===== config.mk =====
export PLATFORM = sky130hd
export DESIGN_NAME = ffpa_ram
export DESIGN_NICKNAME = d
export VERILOG_FILES = /design/src/rtl/core/ffpa_ram.sv
export SDC_FILE = /design/constraint.sdc
export NUM_CORES = 2
export LEC_CHECK = 0
export BUFFER_PORTS_ARGS = -buffer_cell sky130_fd_sc_hd__buf_2
export CELL_PAD_IN_SITES_DETAIL_PLACEMENT = 0
export CELL_PAD_IN_SITES_GLOBAL_PLACEMENT = 1
export CORE_ASPECT_RATIO = 1.25
export CORE_MARGIN = 5
export CORE_UTILIZATION = 47
export CTS_CLUSTER_SIZE = 8
export DETAILED_ROUTE_END_ITERATION = 16
export GPL_ROUTABILITY_DRIVEN = 0
export PLACE_DENSITY = 0.77
export SETUP_SLACK_MARGIN = 0.05
export SLEW_MARGIN = 0
export SYNTH_ARGS = -nofsm -noshare
export SYNTH_HDL_FRONTEND = slang
export SYNTH_SLANG_ARGS = --single-unit

===== constraint.sdc =====
create_clock -name i_clk -period 6.5 [get_ports i_clk]
set_clock_uncertainty 0.05 [all_clocks]
set_input_delay 1.3 -clock i_clk [delete_from_list [all_inputs] [get_ports i_clk]]
set_output_delay 1.3 -clock i_clk [all_outputs]
set_load 0.005 [all_outputs]

===== src/rtl/core/ffpa_ram.sv =====
// generic single-port-write, single-port-read ram with registered read data
// standalone, no package needed
`default_nettype none

module ffpa_ram #(
    parameter int WIDTH = 8,
    parameter int DEPTH = 256
) (
    input  logic                     i_clk,
    input  logic                     i_we,
    input  logic [$clog2(DEPTH)-1:0] i_waddr,
    input  logic [WIDTH-1:0]         i_wdata,
    input  logic [$clog2(DEPTH)-1:0] i_raddr,
    output logic [WIDTH-1:0]         o_rdata
);

    logic [WIDTH-1:0] r_mem [DEPTH];
    logic [WIDTH-1:0] r_rdata;

    // write port and registered read port
    always_ff @(posedge i_clk) begin
        if (i_we) begin
            r_mem[i_waddr] <= i_wdata;
        end
        r_rdata <= r_mem[i_raddr];
    end

    assign o_rdata = r_rdata;

endmodule

`default_nettype wire


==> out/results.env <==
YS_SEQ_AREA_SHARE_PCT=77.5
GRT_USAGE_PCT=21.6
R2R_CELLS=6
FINALWIRELENGTH_UM=192000
DPL.HPWL_UM=116000
HOLD_END='r_mem[18][0]'
DRTANTENNAVIOLNETS=0
WORST_IR_DROP_VDD_mV=0.225
POST_SYNTHESIS_COMPOUND_GATE_AREA_FRACTION_PCT=3.42
INSERTED_CLOCK_BUFFERS=306
POST_SYNTH_AND_OR_NAND_NOR_AREA_FRACTION_PCT=2.63
FIRST_PASS_GRT_WIRE_LENGTH_UM=280000
DOMINANT_COMBINATIONAL_CELL_FAMILY_BY_AREA_AFTER_SYNTHESIS='multiplexers'
SYNTHCELLS=3733
WORST_SLACK_NS=2.07
DR.FIRST_ITER.DRC_COUNT=4621
DIE_HEIGHT_UM=470
SYNTHTOPCELLSBYAREA='sky130_fd_sc_hd__edfxtp_1 (77%), sky130_fd_sc_hd__mux4_2 (13%), sky130_fd_sc_hd__mux2i_1 (1.7%)'
CTS_TREE='yes'
OUTCOME='completed'
GRT_MET2_USE_PCT=35.3
INITIAL_UTILIZATION_PCT=47.4
GRT_SETUP_UNREPAIRED='no'
FP.DIEAREA_UM2=178000
NUM-NETS-FINAL=3953
CTSHTREEMAXLEVEL=5
SYNTH.MUX.AREA_FRACTION_PCT=14.6
SYNTHESIS.AREA_UM2=79600
GRT_PASS1_VIAS=39900
SYNTH-MAIN-FF-CELL='sky130_fd_sc_hd__edfxtp_1'
CRITICAL_PATH_REQUIRED_NS=7.19
TOTAL_LEAKAGE_POWER_nW=27.8
GRT-BUSIEST-LAYER='met2'
YOSYSWARNINGS=0
SYNTH_CELL_TYPES=55
SYN_AREA_PER_CELL_UM2=21.3
CRITPATHARRIVALTIME_NS=5.12
CTS.PATH.MAX_BUFFERS=4
PLACE.PORT_BUFFERS=33
WHS_PATH_DEPTH=1
LARGEST_NET_DEGREE_AT_THE_START_OF_GLOBAL_ROUTING=197
DRT_PASS1_ITERATIONS=5
DIE_W_UM=378
SYNTH_TOP_AREA_SHARE_PCT=77.3
WORST_SETUP_PATH_START_KIND='input port'
AREA.GROWTH.SYNTH_TO_FINAL_PCT=13.0
REPORT.FINAL.SLEW_VIOL_COUNT=0
R2R_END='o_rdata[5]'
REGTOREGSTARTPOINT='r_mem[83][5]'
SLEW_HEADROOM_PCT=13.9
POST_CTS.RESIZED_INSTANCES=0
SYNTH_TOP_AREA_CELL='sky130_fd_sc_hd__edfxtp_1'
YS_FF_LATCH=2056
NUM_ROWS=168
DP_SLACK_NS=1.07
RRSETUPSLACK_NS=3.33
FINAL-SETUP-VIOL-COUNT=0
FINALCRITPERIODSHARE_PCT=68.1
SETUP_TNS_NS=0
CRITPATHKIND='in -> reg'
SYNTH_ASYNC_SR_FLOP_SHARE_PCT=0
GRT_OVERFLOW=0
ROUTE.VIAS.TOTAL=38700
MAX_FANOUT_ON_CRITICAL_PATH=91
NUMBER_OF_NETS_PRODUCED_BY_SYNTHESIS=3759
FIN_WORST_HOLD_SLACK_NS=0.748
DRCVIOLATIONCOUNT=0
MIN_PATH_TYPE='in -> reg'
HOLD_VIOL_FINAL=0
DESIGN.CORE.AREA_UM2=168000
FINAL_LAYOUT_SIZE_SUFFIX_GT1_SHARE_PCT=23.0
CTS.REPORTEDPATHS.CLKPINSLEW_NS=0.05
CLOCKROOTBUFFER='sky130_fd_sc_hd__clkbuf_16'
POST-CTS-SETUP-BUFFER-COUNT=0
IO-PIN-COUNT=34
YOSYS.AREA_SHARE.ADDER_PCT=0
COUNT_OF_FLIP_FLOPS_WITH_A_BUILT_IN_ENABLE_AFTER_SYNTHESIS=2048
GLOBALROUTEMET1UTIL_PCT=28.5
FMAXACHIEVABLE_GHz=0.226
SYNTH_XOR_AREA_SHARE_PCT=0
GR-USAGE-MET3_PCT=4.54
WORSTSETUPENDPOINTTYPE='register'
WORSTHOLDSTART='i_wdata[0]'
CTS.SINKS=2056
CLOCK_INSERTION_DELAY_WORST_SKEW_NS=0.90
CTS.HOLD.BUFFERS_ADDED=0
LAYOUT_MIN_CYCLE_TIME_NS=4.43
CAP_VIOL_MAX_COUNT=0
POWER_DENSITY_nW_PER_UM2=327
WL_PER_CELL_UM=31.1
AVGVIACOUNTPERCELL=6.27
WORST_SLEW_PIN_SLEW_NS=1.28
GRT_ANTENNA_BEFORE_REPAIR=8
cell usage after synthesis, drive strengths merged (2+ instances only):
cell,count
nor3,22
nor2b,31
nor4,27
nand3,34
a22oi,133
mux2i,134
nand3b,2
buf,122
mux4,456
and2,6
o211ai,10
o22ai,28
a31oi,2
clkbuf,111
o32ai,5
dfxtp,8
a221oi,14
a22o,8
nor2,282
o22a,5
nand2b,8
o21ai,12
and3b,2
a311oi,2
a21oi,96
a2111oi,5
or2,4
o221ai,47
nand2,33
nand4,10
edfxtp,2048
a211oi,16
power by group:
group          switching [mW]  internal (mW)
registers              0.0273           14.7
logic                   0.838          0.428
clock network            5.11           8.34
registers in the layout, summed over array words and instances (netlist names):
name,cells
r_mem,2048
o_rdata,8
cells in the final DEF (no fill, tap or decap), types with 8 or more instances in the layout:
| cell | n |
|---|---|
| sky130_fd_sc_hd__a22oi_1 | 133 |
| sky130_fd_sc_hd__nor4_1 | 24 |
| sky130_fd_sc_hd__clkbuf_16 | 309 |
| sky130_fd_sc_hd__a221oi_1 | 13 |
| sky130_fd_sc_hd__nand2b_1 | 8 |
| sky130_fd_sc_hd__dfxtp_1 | 8 |
| sky130_fd_sc_hd__buf_2 | 21 |
| sky130_fd_sc_hd__clkbuf_1 | 19 |
| sky130_fd_sc_hd__nor2_1 | 279 |
| sky130_fd_sc_hd__mux2i_1 | 134 |
| sky130_fd_sc_hd__mux4_2 | 454 |
| sky130_fd_sc_hd__a21oi_1 | 96 |
| sky130_fd_sc_hd__nor3_1 | 22 |
| sky130_fd_sc_hd__buf_12 | 14 |
| sky130_fd_sc_hd__nand2_1 | 33 |
| sky130_fd_sc_hd__nand3_1 | 34 |
| sky130_fd_sc_hd__a22o_1 | 8 |
| sky130_fd_sc_hd__o211ai_1 | 10 |
| sky130_fd_sc_hd__o22ai_1 | 28 |
| sky130_fd_sc_hd__o21ai_0 | 10 |
| sky130_fd_sc_hd__buf_4 | 74 |
| sky130_fd_sc_hd__nand4_1 | 10 |
| sky130_fd_sc_hd__o221ai_1 | 46 |
| sky130_fd_sc_hd__edfxtp_1 | 2048 |
| sky130_fd_sc_hd__nor2b_1 | 27 |
| sky130_fd_sc_hd__a211oi_1 | 16 |
layer usage:
metal	wire length (um)	vias to the layer above
met1	72400	20500
met2	95900	1871
met5	27	-
li1	-	16000
met4	8060	4
met3	15600	371
cell families (layout without fill, tap and decap cells):
kind of cell | Yosys count | after routing
AO/OA/AOI/OAI | 385 | 385
buffers and inverters | 235 | 459
flip-flops | 2056 | 2056
multiplexers | 591 | 591
other | 0 | 4
AND/OR/NAND/NOR | 466 | 466
worst max-delay path, cell delays in order:
cell and delay, ns:
sky130_fd_sc_hd__buf_8 0.41, sky130_fd_sc_hd__buf_12 0.53, sky130_fd_sc_hd__buf_4 0.50, sky130_fd_sc_hd__mux4_2 0.56
sky130_fd_sc_hd__o211ai_1 0.19, sky130_fd_sc_hd__a21oi_1 0.16, sky130_fd_sc_hd__nor4_1 0.95, sky130_fd_sc_hd__buf_4 0.26
sky130_fd_sc_hd__nor4_2 0.04
metrics by stage:
stage / instances / utilization (%) / cell area (um2) / total power, mW
3_3_place_gp: 5829 / 48.8 / 82000 / 16.2
2_1_floorplan: 3733 / - / 79600 / 15.6
4_1_cts: 6167 / 53.5 / 89900 / 29.6
3_5_place_dp: 5829 / 48.8 / 82000 / 16.2
6_report: 6171 / 53.5 / 89900 / 29.4
5_1_grt: 6168 / 53.5 / 89900 / 30.2
how the worst max path moves through the flow:
stage | startpoint | to | cells past startpoint
after floorplan | i_raddr[0] | o_rdata[2] | 9
after global placement | i_raddr[0] | o_rdata[2] | 9
after detailed placement | i_raddr[0] | o_rdata[2] | 9
after CTS | i_raddr[0] | o_rdata[2] | 9
after global routing | i_raddr[0] | o_rdata[2] | 9
final | i_raddr[0] | o_rdata[2] | 9
area by class of cell:
class	count	area, um2
timing repair buffer	119	1090
inverter	2	7.51
fill	12400	78000
clock buffer	328	7800
tap	2210	2770
antenna	4	10.0
sequential	2056	61700
clock inverter	10	118
multi-input combinational	1442	16500
(Power assumes the default switching activity.)
